--- src/rtl/lhfs_pkg.sv ---
// shared types and constants of the low/high frame selector
package lhfs_pkg;

  // datapath width of frame numbers and periods
  localparam int DATA_W = 32;

  // default depth of the frame fifo
  localparam int FIFO_DEPTH_DEF = 16;

  // operation codes
  localparam logic [2:0] OP_CHECK_SEND = 3'd0;
  localparam logic [2:0] OP_PUT        = 3'd1;
  localparam logic [2:0] OP_COMPUTE    = 3'd2;
  localparam logic [2:0] OP_POLL       = 3'd3;
  localparam logic [2:0] OP_TAKE       = 3'd4;

  // status codes
  localparam logic [1:0] ST_OK         = 2'd0;
  localparam logic [1:0] ST_FULL       = 2'd1;
  localparam logic [1:0] ST_NOT_FOUND  = 2'd2;
  localparam logic [1:0] ST_NOT_MASTER = 2'd3;

  // register indexes
  localparam logic [1:0] REG_LOW_PERIOD  = 2'd0;
  localparam logic [1:0] REG_HIGH_PERIOD = 2'd1;
  localparam logic [1:0] REG_IS_MASTER   = 2'd2;

  // register reset values
  localparam logic [DATA_W-1:0] LOW_PERIOD_RST  = 32'd10;
  localparam logic [DATA_W-1:0] HIGH_PERIOD_RST = 32'd1;
  localparam logic              IS_MASTER_RST   = 1'b1;

  // divider request and result
  typedef struct packed {
    logic              start;
    logic [DATA_W-1:0] dividend;
    logic [DATA_W-1:0] divisor;
  } div_req_t;

  typedef struct packed {
    logic              done;
    logic [DATA_W-1:0] quotient;
    logic [DATA_W-1:0] remainder;
  } div_res_t;

endpackage

--- src/rtl/lhfs_divider.sv ---
// iterative restoring divider, one quotient bit per cycle
module lhfs_divider
  import lhfs_pkg::*;
(
  input  logic     clk,
  input  logic     rst_n,
  input  div_req_t req,
  output div_res_t res
);

  localparam int CNT_W = $clog2(DATA_W + 1);

  logic              busy_r, busy_nxt;
  logic              done_r, done_nxt;
  logic [CNT_W-1:0]  cnt_r, cnt_nxt;
  logic [DATA_W-1:0] rem_r, rem_nxt;
  logic [DATA_W-1:0] quo_r, quo_nxt;
  logic [DATA_W-1:0] den_r, den_nxt;
  logic [DATA_W:0]   trial;
  logic [DATA_W:0]   diff;
  logic              fits;

  // one shift and trial subtract per cycle; a zero divisor gives all ones and the dividend
  always_comb begin
    trial    = {rem_r, quo_r[DATA_W-1]};
    diff     = trial - {1'b0, den_r};
    fits     = trial >= {1'b0, den_r};
    busy_nxt = busy_r;
    done_nxt = 1'b0;
    cnt_nxt  = cnt_r;
    rem_nxt  = rem_r;
    quo_nxt  = quo_r;
    den_nxt  = den_r;
    if (req.start) begin
      busy_nxt = 1'b1;
      cnt_nxt  = CNT_W'(DATA_W);
      rem_nxt  = '0;
      quo_nxt  = req.dividend;
      den_nxt  = req.divisor;
    end else if (busy_r) begin
      rem_nxt = fits ? diff[DATA_W-1:0] : trial[DATA_W-1:0];
      quo_nxt = {quo_r[DATA_W-2:0], fits};
      cnt_nxt = cnt_r - CNT_W'(1);
      if (cnt_r == CNT_W'(1)) begin
        busy_nxt = 1'b0;
        done_nxt = 1'b1;
      end
    end
  end

  // control state
  always_ff @(posedge clk) begin
    if (!rst_n) begin
      busy_r <= 1'b0;
      done_r <= 1'b0;
    end else begin
      busy_r <= busy_nxt;
      done_r <= done_nxt;
    end
  end

  // datapath
  always_ff @(posedge clk) begin
    cnt_r <= cnt_nxt;
    rem_r <= rem_nxt;
    quo_r <= quo_nxt;
    den_r <= den_nxt;
  end

  assign res.done      = done_r;
  assign res.quotient  = quo_r;
  assign res.remainder = rem_r;

endmodule

--- src/rtl/low_high_frame_selector_top.sv ---
// low/high frame selector: frame fifo, sequencer and configuration registers
//
// One request on the in_ channel (valid/ready) carries an operation, a frame
// number and a channel value; exactly one result request leaves on the out_
// channel for each. Requests are worked one at a time by a small sequencer
// around a shared divider and a frame memory with one write and one read port,
// which gives one read a cycle. A put writes the memory unless the fifo is
// full, check_send runs one division, poll and take scan the buffered frames
// oldest first, and compute takes at most two quotients, then a remainder per
// scanned frame. in_ready is high only while the sequencer is idle, so the
// next request can be taken in the cycle in which a result is presented. A
// finished result sits in an output register; the next request is accepted
// while it waits, and the sequencer holds its own result until the receiver
// has taken the earlier one, so a stalled receiver adds its stall cycles to
// the latency. Registers sit on an APB-style port (low_period at 0x0,
// high_period at 0x4, is_master at 0x8), to be written only while the block
// is idle; the block itself does not enforce this. Reset (synchronous,
// active low) restores the register defaults and empties the fifo; the frame
// memory itself is not cleared and needs no sweep.
module low_high_frame_selector_top
  import lhfs_pkg::*;
#(
  parameter int FIFO_DEPTH = FIFO_DEPTH_DEF
) (
  input  logic                     clk,
  input  logic                     rst_n,
  input  logic                     in_valid,
  output logic                     in_ready,
  input  logic [2:0]               in_operation,
  input  logic [DATA_W-1:0]        in_frame_id,
  input  logic signed [DATA_W-1:0] in_channel_value,
  output logic                     out_valid,
  input  logic                     out_ready,
  output logic                     out_send_ok,
  output logic                     out_ready_res,
  output logic [DATA_W-1:0]        out_chosen_frame,
  output logic [1:0]               out_status,
  input  logic                     psel,
  input  logic                     penable,
  input  logic                     pwrite,
  input  logic [3:0]               paddr,
  input  logic [DATA_W-1:0]        pwdata,
  output logic [DATA_W-1:0]        prdata,
  output logic                     pready
);

  localparam int AW = $clog2(FIFO_DEPTH);
  localparam int CW = $clog2(FIFO_DEPTH + 1);
  localparam int SW = $clog2(2 * FIFO_DEPTH);

  typedef enum logic [9:0] {
    S_IDLE     = 10'b00_0000_0001,
    S_DECODE   = 10'b00_0000_0010,
    S_NEWEST   = 10'b00_0000_0100,
    S_DIV_SEND = 10'b00_0000_1000,
    S_DIV_NEW  = 10'b00_0001_0000,
    S_DIV_PREV = 10'b00_0010_0000,
    S_SCAN_RD  = 10'b00_0100_0000,
    S_SCAN_CHK = 10'b00_1000_0000,
    S_DIV_SCAN = 10'b01_0000_0000,
    S_DONE     = 10'b10_0000_0000
  } state_t;

  // ring index of the entry off places after the head
  function automatic logic [AW-1:0] slot_f(input logic [AW-1:0] head,
                                           input logic [CW-1:0] off);
    logic [SW-1:0] sum;
    sum = SW'(head) + SW'(off);
    if (sum >= SW'(FIFO_DEPTH)) sum = sum - SW'(FIFO_DEPTH);
    return sum[AW-1:0];
  endfunction

  state_t            state_r, state_nxt;
  logic [DATA_W-1:0] low_period_r, low_period_nxt;
  logic [DATA_W-1:0] high_period_r, high_period_nxt;
  logic              is_master_r, is_master_nxt;
  logic [AW-1:0]     head_r, head_nxt;
  logic [CW-1:0]     count_r, count_nxt;
  logic [DATA_W-1:0] prev_r, prev_nxt;
  logic              prev_valid_r, prev_valid_nxt;
  logic [DATA_W-1:0] target_r, target_nxt;
  logic              target_known_r, target_known_nxt;
  logic              out_valid_r, out_valid_nxt;

  logic [2:0]        op_r, op_nxt;
  logic [DATA_W-1:0] fid_r, fid_nxt;
  logic [DATA_W-1:0] chan_r, chan_nxt;
  logic [CW-1:0]     scan_idx_r, scan_idx_nxt;
  logic [DATA_W-1:0] newest_r, newest_nxt;
  logic [DATA_W-1:0] qa_r, qa_nxt;
  logic              res_send_ok_r, res_send_ok_nxt;
  logic              res_ready_r, res_ready_nxt;
  logic [DATA_W-1:0] res_chosen_r, res_chosen_nxt;
  logic [1:0]        res_status_r, res_status_nxt;
  logic              out_send_ok_r, out_send_ok_nxt;
  logic              out_ready_res_r, out_ready_res_nxt;
  logic [DATA_W-1:0] out_chosen_r, out_chosen_nxt;
  logic [1:0]        out_status_r, out_status_nxt;

  logic [DATA_W-1:0] frame_mem [FIFO_DEPTH];
  logic [DATA_W-1:0] rd_data_r;
  logic              mem_we;
  logic [AW-1:0]     mem_waddr;
  logic [AW-1:0]     mem_raddr;

  div_req_t          div_req;
  div_res_t          div_res;
  logic              cfg_wr;
  logic [DATA_W-1:0] prev_cmp;
  logic              poll_hit;
  logic [CW-1:0]     idx_inc;

  // shared divider
  lhfs_divider u_divider (
    .clk   (clk),
    .rst_n (rst_n),
    .req   (div_req),
    .res   (div_res)
  );

  // register writes and reads
  assign cfg_wr = psel && penable && pwrite;
  assign pready = 1'b1;

  always_comb begin
    case (paddr[3:2])
      REG_LOW_PERIOD:  prdata = low_period_r;
      REG_HIGH_PERIOD: prdata = high_period_r;
      REG_IS_MASTER:   prdata = {{(DATA_W-1){1'b0}}, is_master_r};
      default:         prdata = '0;
    endcase
  end

  assign in_ready = (state_r == S_IDLE);
  assign prev_cmp = prev_valid_r ? prev_r : '1;
  assign poll_hit = (chan_r != prev_cmp);
  assign idx_inc  = scan_idx_r + CW'(1);

  // sequencer
  always_comb begin
    state_nxt         = state_r;
    low_period_nxt    = low_period_r;
    high_period_nxt   = high_period_r;
    is_master_nxt     = is_master_r;
    head_nxt          = head_r;
    count_nxt         = count_r;
    prev_nxt          = prev_r;
    prev_valid_nxt    = prev_valid_r;
    target_nxt        = target_r;
    target_known_nxt  = target_known_r;
    out_valid_nxt     = out_valid_r;
    op_nxt            = op_r;
    fid_nxt           = fid_r;
    chan_nxt          = chan_r;
    scan_idx_nxt      = scan_idx_r;
    newest_nxt        = newest_r;
    qa_nxt            = qa_r;
    res_send_ok_nxt   = res_send_ok_r;
    res_ready_nxt     = res_ready_r;
    res_chosen_nxt    = res_chosen_r;
    res_status_nxt    = res_status_r;
    out_send_ok_nxt   = out_send_ok_r;
    out_ready_res_nxt = out_ready_res_r;
    out_chosen_nxt    = out_chosen_r;
    out_status_nxt    = out_status_r;
    mem_we            = 1'b0;
    mem_waddr         = slot_f(head_r, count_r);
    mem_raddr         = slot_f(head_r, scan_idx_r);
    div_req           = '0;

    // output register drains when taken
    if (out_valid_r && out_ready) out_valid_nxt = 1'b0;

    // configuration writes
    if (cfg_wr) begin
      case (paddr[3:2])
        REG_LOW_PERIOD:  low_period_nxt  = pwdata;
        REG_HIGH_PERIOD: high_period_nxt = pwdata;
        REG_IS_MASTER:   is_master_nxt   = pwdata[0];
        default:         ;
      endcase
    end

    case (state_r)
      S_IDLE: begin
        if (in_valid) begin
          op_nxt          = in_operation;
          fid_nxt         = in_frame_id;
          chan_nxt        = $unsigned(in_channel_value);
          res_send_ok_nxt = 1'b0;
          res_ready_nxt   = 1'b0;
          res_chosen_nxt  = '0;
          res_status_nxt  = ST_OK;
          state_nxt       = S_DECODE;
        end
      end

      S_DECODE: begin
        case (op_r)
          OP_CHECK_SEND: begin
            div_req.start    = 1'b1;
            div_req.dividend = fid_r;
            div_req.divisor  = high_period_r;
            state_nxt        = S_DIV_SEND;
          end
          OP_PUT: begin
            if (count_r >= CW'(FIFO_DEPTH)) begin
              res_status_nxt = ST_FULL;
            end else begin
              mem_we    = 1'b1;
              count_nxt = count_r + CW'(1);
            end
            state_nxt = S_DONE;
          end
          OP_COMPUTE: begin
            if (!is_master_r) begin
              res_status_nxt = ST_NOT_MASTER;
              state_nxt      = S_DONE;
            end else if (count_r == '0) begin
              res_chosen_nxt = prev_valid_r ? prev_r + DATA_W'(1) : '0;
              state_nxt      = S_DONE;
            end else begin
              mem_raddr = slot_f(head_r, count_r - CW'(1));
              state_nxt = S_NEWEST;
            end
          end
          OP_POLL: begin
            // no target: latch chan unless it is the previous frame, or -1 if none
            if (!target_known_r && poll_hit) begin
              target_known_nxt = 1'b1;
              target_nxt       = chan_r;
            end
            scan_idx_nxt = '0;
            state_nxt    = (target_known_r || poll_hit) ? S_SCAN_RD : S_DONE;
          end
          OP_TAKE: begin
            res_chosen_nxt   = target_r;
            prev_nxt         = target_r;
            prev_valid_nxt   = 1'b1;
            target_known_nxt = 1'b0;
            scan_idx_nxt     = '0;
            state_nxt        = S_SCAN_RD;
          end
          default: state_nxt = S_DONE;
        endcase
      end

      // newest entry read: test its low period against a previous frame, else scan
      S_NEWEST: begin
        newest_nxt = rd_data_r;
        if (prev_valid_r) begin
          div_req.start    = 1'b1;
          div_req.dividend = rd_data_r;
          div_req.divisor  = low_period_r;
          state_nxt        = S_DIV_NEW;
        end else begin
          scan_idx_nxt = '0;
          state_nxt    = S_SCAN_RD;
        end
      end

      S_DIV_SEND: begin
        if (div_res.done) begin
          res_send_ok_nxt = (div_res.remainder == '0);
          state_nxt       = S_DONE;
        end
      end

      S_DIV_NEW: begin
        if (div_res.done) begin
          qa_nxt           = div_res.quotient;
          div_req.start    = 1'b1;
          div_req.dividend = prev_r;
          div_req.divisor  = low_period_r;
          state_nxt        = S_DIV_PREV;
        end
      end

      S_DIV_PREV: begin
        if (div_res.done) begin
          if (div_res.quotient == qa_r) begin
            res_chosen_nxt = newest_r;
            state_nxt      = S_DONE;
          end else begin
            scan_idx_nxt = '0;
            state_nxt    = S_SCAN_RD;
          end
        end
      end

      // scan from the oldest entry; the end of the fifo means no match
      S_SCAN_RD: begin
        if (scan_idx_r == count_r) begin
          case (op_r)
            OP_COMPUTE: res_chosen_nxt = newest_r;
            OP_TAKE: begin
              head_nxt       = '0;
              count_nxt      = '0;
              res_status_nxt = ST_NOT_FOUND;
            end
            default: ;
          endcase
          state_nxt = S_DONE;
        end else begin
          state_nxt = S_SCAN_CHK;
        end
      end

      // read data holds while the scan index stays put
      S_SCAN_CHK: begin
        if (op_r == OP_COMPUTE) begin
          div_req.start    = 1'b1;
          div_req.dividend = rd_data_r;
          div_req.divisor  = low_period_r;
          state_nxt        = S_DIV_SCAN;
        end else if (rd_data_r == target_r) begin
          if (op_r == OP_TAKE) begin
            head_nxt  = slot_f(head_r, idx_inc);
            count_nxt = count_r - idx_inc;
          end else begin
            res_ready_nxt = 1'b1;
          end
          state_nxt = S_DONE;
        end else begin
          scan_idx_nxt = idx_inc;
          state_nxt    = S_SCAN_RD;
        end
      end

      S_DIV_SCAN: begin
        if (div_res.done) begin
          if (div_res.remainder == '0) begin
            res_chosen_nxt = rd_data_r;
            state_nxt      = S_DONE;
          end else begin
            scan_idx_nxt = idx_inc;
            state_nxt    = S_SCAN_RD;
          end
        end
      end

      // hand the result over once the output register is free
      S_DONE: begin
        if (!out_valid_r || out_ready) begin
          out_valid_nxt     = 1'b1;
          out_send_ok_nxt   = res_send_ok_r;
          out_ready_res_nxt = res_ready_r;
          out_chosen_nxt    = res_chosen_r;
          out_status_nxt    = res_status_r;
          state_nxt         = S_IDLE;
        end
      end

      default: state_nxt = S_IDLE;
    endcase
  end

  // frame memory, registered read
  always_ff @(posedge clk) begin
    if (mem_we) frame_mem[mem_waddr] <= fid_r;
    rd_data_r <= frame_mem[mem_raddr];
  end

  // control state
  always_ff @(posedge clk) begin
    if (!rst_n) begin
      state_r        <= S_IDLE;
      low_period_r   <= LOW_PERIOD_RST;
      high_period_r  <= HIGH_PERIOD_RST;
      is_master_r    <= IS_MASTER_RST;
      head_r         <= '0;
      count_r        <= '0;
      prev_r         <= '0;
      prev_valid_r   <= 1'b0;
      target_r       <= '0;
      target_known_r <= 1'b0;
      out_valid_r    <= 1'b0;
    end else begin
      state_r        <= state_nxt;
      low_period_r   <= low_period_nxt;
      high_period_r  <= high_period_nxt;
      is_master_r    <= is_master_nxt;
      head_r         <= head_nxt;
      count_r        <= count_nxt;
      prev_r         <= prev_nxt;
      prev_valid_r   <= prev_valid_nxt;
      target_r       <= target_nxt;
      target_known_r <= target_known_nxt;
      out_valid_r    <= out_valid_nxt;
    end
  end

  // working and result payload
  always_ff @(posedge clk) begin
    op_r            <= op_nxt;
    fid_r           <= fid_nxt;
    chan_r          <= chan_nxt;
    scan_idx_r      <= scan_idx_nxt;
    newest_r        <= newest_nxt;
    qa_r            <= qa_nxt;
    res_send_ok_r   <= res_send_ok_nxt;
    res_ready_r     <= res_ready_nxt;
    res_chosen_r    <= res_chosen_nxt;
    res_status_r    <= res_status_nxt;
    out_send_ok_r   <= out_send_ok_nxt;
    out_ready_res_r <= out_ready_res_nxt;
    out_chosen_r    <= out_chosen_nxt;
    out_status_r    <= out_status_nxt;
  end

  assign out_valid        = out_valid_r;
  assign out_send_ok      = out_send_ok_r;
  assign out_ready_res    = out_ready_res_r;
  assign out_chosen_frame = out_chosen_r;
  assign out_status       = out_status_r;

  // fifo fill never passes its depth
  a_count_bound: assert property (@(posedge clk) disable iff (!rst_n)
    count_r <= CW'(FIFO_DEPTH))
    else $error("fifo count beyond depth");

  // one request at a time: accepting closes the input
  a_accept_busy: assert property (@(posedge clk) disable iff (!rst_n)
    (in_valid && in_ready) |=> !in_ready)
    else $error("input still open after accept");

  // divider results only arrive while the sequencer waits for them
  a_div_wait: assert property (@(posedge clk) disable iff (!rst_n)
    div_res.done |-> (state_r == S_DIV_SEND || state_r == S_DIV_NEW ||
                      state_r == S_DIV_PREV || state_r == S_DIV_SCAN))
    else $error("divider result outside a wait state");

  // a result is presented only from the hand-over state
  a_out_from_done: assert property (@(posedge clk) disable iff (!rst_n)
    $rose(out_valid_r) |-> $past(state_r == S_DONE))
    else $error("result presented outside hand-over");

endmodule

--- config.mk ---
export PLATFORM = sky130hd
export DESIGN_NAME = low_high_frame_selector_top
export DESIGN_NICKNAME = d
export VERILOG_FILES = /design/src/rtl/lhfs_pkg.sv /design/src/rtl/lhfs_divider.sv /design/src/rtl/low_high_frame_selector_top.sv
export SDC_FILE = /design/constraint.sdc
export NUM_CORES = 2
export LEC_CHECK = 0
export ABC_AREA = 1
export ABC_CLOCK_PERIOD_IN_PS = 13800
export BUFFER_PORTS_ARGS = -buffer_cell sky130_fd_sc_hd__buf_4
export CAP_MARGIN = 15
export CORE_MARGIN = 5
export CORE_UTILIZATION = 30
export DETAILED_ROUTE_END_ITERATION = 8
export PLACE_DENSITY = 0.42
export SKIP_CTS_REPAIR_TIMING = 1
export SYNTH_ARGS = -nofsm -noshare
export SYNTH_HDL_FRONTEND = slang
export SYNTH_SLANG_ARGS = --single-unit
--- constraint.sdc ---
create_clock -name clk -period 13.8 [get_ports clk]
set_input_delay 2.76 -clock clk [delete_from_list [all_inputs] [get_ports clk]]
set_output_delay 2.76 -clock clk [all_outputs]
set_load 0.05 [all_outputs]
; Yosys cells after proc, flatten, opt, wreduce, memory -nomap -nowiden
; Memories as Yosys holds them, arrays and structs flattened. A register that Yosys moved wholly into a read port is not among the register bits.
; Cells that the tools add are included.
[totals]
regBits = 463
ramBits = 512
out_inout_bits = 71
elab_cells = 243
memories = 1
[classes]
add_sub_neg = 15
n_lt_le_gt_ge = 6
n_eq_ne = 50
mux = 98
bitwise_logic = 2
n_reduce_logical = 40
[memory_table]
columns = name, words, width, rd, rd_clocked_by_memory_dff, wr, line
row1 = frame_mem, 16, 32, 1, 1, 1, low_high_frame_selector_top.sv:100  ; logic [DATA_W-1:0] frame_mem [FIFO_DEPTH];
[ops]
columns = cell, count
row1 = 32-bit two-way mux, 14
row2 = 65-bit two-way mux, 4
row3 = 65-bit one-hot mux with 4 select lines, 1
row4 = 32-bit one-hot mux with 5 select lines, 1
row5 = 10-bit two-way mux, 14
row6 = 10-bit one-hot mux with 10 select lines, 1
row7 = 32-bit one-hot mux with 3 select lines, 1
row8 = 5-bit two-way mux, 15
row9 = 32-bit == test, 2
row10 = 32-bit one-hot mux with 2 select lines, 1
row11 = 4-bit two-way mux, 13
row12 = 10-bit one-hot mux with 4 select lines, 1
row13 = "2-bit != test, second input constant", 18
row14 = 33-bit by 32-bit greater-or-equal comparator with 1-bit output, 1
row15 = "32-bit by 1-bit adder with 32-bit output, second input constant", 1
row16 = 32-bit zero test, 1
row17 = 32-bit != test, 1
row18 = 32-bit subtractor, 1
row19 = "5-bit greater-or-equal comparator, second input constant", 5
row20 = 5-bit one-hot mux with 5 select lines, 1
row21 = 4-bit by 5-bit adder with 5-bit output, 4
row22 = 1-bit two-way mux, 18
row23 = "4-bit by 1-bit subtractor with 4-bit output, second input constant", 4
row24 = "3-bit != test, second input constant", 5
row25 = other kinds (50), 83

; Logic depth before layout (Yosys ltp)
[depth]
depth_word = 8
depth_mapped = 17

; Cells and area by module
; From an unflattened synthesis, not the netlist that was laid out.
[hier_totals]
hier_cells = 4913
hier_area_um2 = 46792.4
[modules_own_cells]
columns = module, n_inst, cells_each, area_per_inst_um2
row1 = low_high_frame_selector_top, 1, 3935, 40069.7
row2 = lhfs_divider, 1, 978, 6722.7

; Worst setup path before layout
; No wires, ideal clock.
[synth_path]
path_type = input to output
startpoint = input paddr[2]
endpoint = output prdata[10]
t_arrival_ns = 3.961
t_required_ns = 11.040
setup_slack_ns = 7.079
stages = 5
path_buffers = 1
path_cell_list = inv_1 nor2_1 inv_1 clkbuf_1 o22ai_1
[synth_between]
elab_chain_len = 2
elab_cells_between_ends = 4
cone_classes = eq/ne: 2 / mux: 1 / reduce/logical: 1
[synth_rtl]
columns = element, line
row1 = "start, declared", low_high_frame_selector_top.sv:41  ; input logic [3:0] paddr,
row2 = "2-bit == test, or another cell as far along", low_high_frame_selector_top.sv:126  ; case (paddr[3:2])
row3 = 32-bit one-hot mux with 3 select lines *, low_high_frame_selector_top.sv:126
row4 = "end, declared", low_high_frame_selector_top.sv:43  ; output logic [DATA_W-1:0] prdata,
; Every way passes the cells marked *; elsewhere a longest branch is shown, timed or not.

; Final worst setup path
[layout_path]
startpoint = input paddr[2]
endpoint = output prdata[27]
; Same word-level chain as after synthesis.

==> impl_results.md <==
- Run status: finished clean
- Worst Min Path Start: res_status_r[0]
- Most used DFF post-synth: edfxtp_1
- Port bufs: ~180
- Slowest CP cell: buf_4
- Seq cells post-synth: a little over 1000
- Hpwl dp: around 96000 um
- Die Ht: approximately 400 um
- Met2 Use GR: slightly below 30%
- Worst clock skew: 0.0696 ns
- GRT Util Overall: a little under a fifth
- RSZ-0062 raised after global routing: no
- Dpl cells: 6888
- Synth Warn #: 0
- CP max FO: 19
- Met3 Use GR: 2.86%
- MaxCap Viol Count: 0
- Setup crit end kind: primary output
- Critical path startpoint category: input port
- Cell taking the most area after synthesis: edfxtp_1
- CP Data Arrival Time: 4.13 ns
- Layout area overhead: 15.7%
- WS Path Type: input port to primary output
- Met1 Resource Use GR: between 20% and 30%
- Final Setup Violations: 0
- FF-to-FF Start: count_r[1]
- Max Fclk: 0.145 GHz
- Mean Syn Cell Area: around 9.5 sq um
- Nets: 5133
- Layout Cells excl Fill: between 7000 and 8000
- Drt drc: 0
- Remaining antenna violation count: 0
- Synth unique cells: 52
- Area of the multi-input gates: 15000 sq um
- Sequential share of the synthesized area: a little over 60%
- Via/cell ratio: slightly below 5
- Largest net degree at the start of global routing: 182
- Flip-flop and latch area: 28000 sq um
- Fin crit share: 49.9%
- Placed Area: 49600 sq um
- Initial antenna violation count: 6
- Pwr dens: 137 nW/um^2
- Total power: about 7.3 mW
- Cell with the most instances after synthesis: nand2_1
- Cell area after layout: around 53000 sq um
- CTS HTree Levels: 3
- Post-synth top cells: nand2_1, edfxtp_1, nand3_1, inv_1, nor2_1
- Share of flip-flops with an asynchronous set or reset: 0%
- Clk sinks: about 1000
- Synth top area cells: edfxtp_1, dfxtp_1, nand2_1
- Die area: 162000 sq um
- Leakage: around 21 nW
- GR peak layer: met2
- EDFF count, synth: between 700 and 800
- Row Count: between 100 and 150
- Cell Chain, Critical Path: buf_4 > nor2_1 > inv_1 > buf_4 > o22ai_1 > buf_4
- CTS Buf Count: 117
- Syn_nets: ~5000
- HP Class: flip-flop to flip-flop
- Post-Syn Instances: around 4800
- Slew Limit Fails: 0
- Clock latency on the worst-skew pair: between 0.7 and 0.8 ns
- Final Hold Viols: 0
- Clock slew at reported path FFs: about 0.06 ns
- First drt pass iteration count: 5
- Ports: between 150 and 200
- TNS Setup: 0 ns
- Clk buf depth: 3
- Worst rel slew slack: a little under a third
- Max incr delay on CP: approximately 0.33 ns
- Share of layout cells above drive strength 1: a little under a tenth
- Final RePlAce weighted congestion: 0.907
- CP Data Required Time: ~11 ns
- Most common cell on crit path: buf_4
- Die X: between 400 and 500 um
- Grt ovf: 0
- Global-route wire length before repair: ~230000 um
- Routed WL: about 160000 um
- Worst-Margin Slew: roughly 1 ns
- Starting Density: 30.1%
- DR iter-0 viols: 2641
- CTS tree: yes
- Yosys top cell area share: 51.0%
- Vias in the first global route: approximately 32000
- Core Area: roughly 150000 sq um
- CTS root buf: clkbuf_16
- Routed len/inst: 21.8 um
- Final min period: about 6.9 ns
- Filler cells: 15720
- Synth Cell Area: between 40000 and 50000 sq um
- IR drop worst, VDD: 0.106 mV
- CP startpoint: paddr[2]
- Vias: 34620
## flip-flops by register name, indices dropped and copies added, names as in the netlist, 32 cells and up
register          count
frame_mem           512
chan_r               32
low_period_r         32
newest_r             32
high_period_r        32
rd_data_r            32
u_divider.rem_r      32
target_r             32
qa_r                 32
res_chosen_r         32
u_divider.den_r      32
u_divider.quo_r      32
out_chosen_frame     32
fid_r                32
prev_r               32
## cell type report
class	instances	share of cell area (%)
Sequential cell	1007	52.4
Multi-Input combinational cell	3000	28.0
Clock buffer	169	6.25
Tap cell	2044	4.79
Inverter	598	4.21
Timing Repair Buffer	240	3.47
Clock inverter	50	0.876
Antenna cell	1	0.00468
## cell families (layout without fill, tap and decap cells)
| family | Yosys count | count (layout) | synth area share [%] |
|---|---|---|---|
| compound gates | 585 | 585 | 6.89 |
| xor+xnor | 79 | 79 | 1.50 |
| fa+ha+maj | 59 | 59 | 1.70 |
| buf+inv | 833 | 1057 | 7.47 |
| flops | 1007 | 1007 | 60.6 |
| other cells | 1 | 2 | 0.00812 |
| simple gates | 2276 | 2276 | 21.8 |
## metrics by stage
stage	util, %	setup WS, ns	hold WS [ns]
floorplan	-	7.08	0.400
global placement	32.3	6.80	0.405
detailed placement	32.3	6.85	0.405
CTS	34.8	6.85	0.394
global route	34.8	6.81	0.413
finish	34.8	6.91	0.391
## placed cells by master, fill, tap and decap left out, types with 15 or more instances in the layout
cell	netlist	final
o21ai_0	207	207
clkinv_2	0	18
nand3b_1	72	72
o22ai_1	88	88
clkinv_1	2	22
nor2_1	241	221
a21oi_1	239	239
inv_1	582	581
clkbuf_1	61	34
nor2_4	5	25
clkbuf_16	0	120
ha_1	53	53
nand4_1	42	42
nor3_1	25	25
nand2_1	1122	1121
dfxtp_1	223	222
xor2_1	24	24
clkbuf_8	0	15
nand3_1	727	727
buf_4	14	236
xnor2_1	55	55
edfxtp_1	784	784
## worst max-delay path, delay by kind of cell
kind / cells / cell delay (ns)
compound gates: 1 / 0.30
buf+inv: 4 / 0.95
simple gates: 1 / 0.09
## metal layers
metal / vias up / part of all wire, %
met2: 996 / 45
met4: 4 / 3.2
li1: 16662 / -
met1: 16735 / 46
met3: 223 / 5.5
met5: - / 0.018
## power breakdown
| group | switching [mW] | total, mW | internal [mW] |
|---|---|---|---|
| Clock | 1.29 | 3.06 | 1.77 |
| Sequential | 0.168 | 3.64 | 3.47 |
| Combinational | 0.460 | 0.644 | 0.184 |
| Total | 1.92 | 7.34 | 5.42 |
## final timing paths
check	end	slack (ns)	cells past startpoint
hold reg to reg	out_status[0]	0.39	0
setup / recovery	prdata[27]	6.91	6
hold / removal	out_status[0]	0.39	0
setup reg to reg	rd_data_r[29]	8.97	13
No activity file was read; power rests on OpenSTA's default activity.
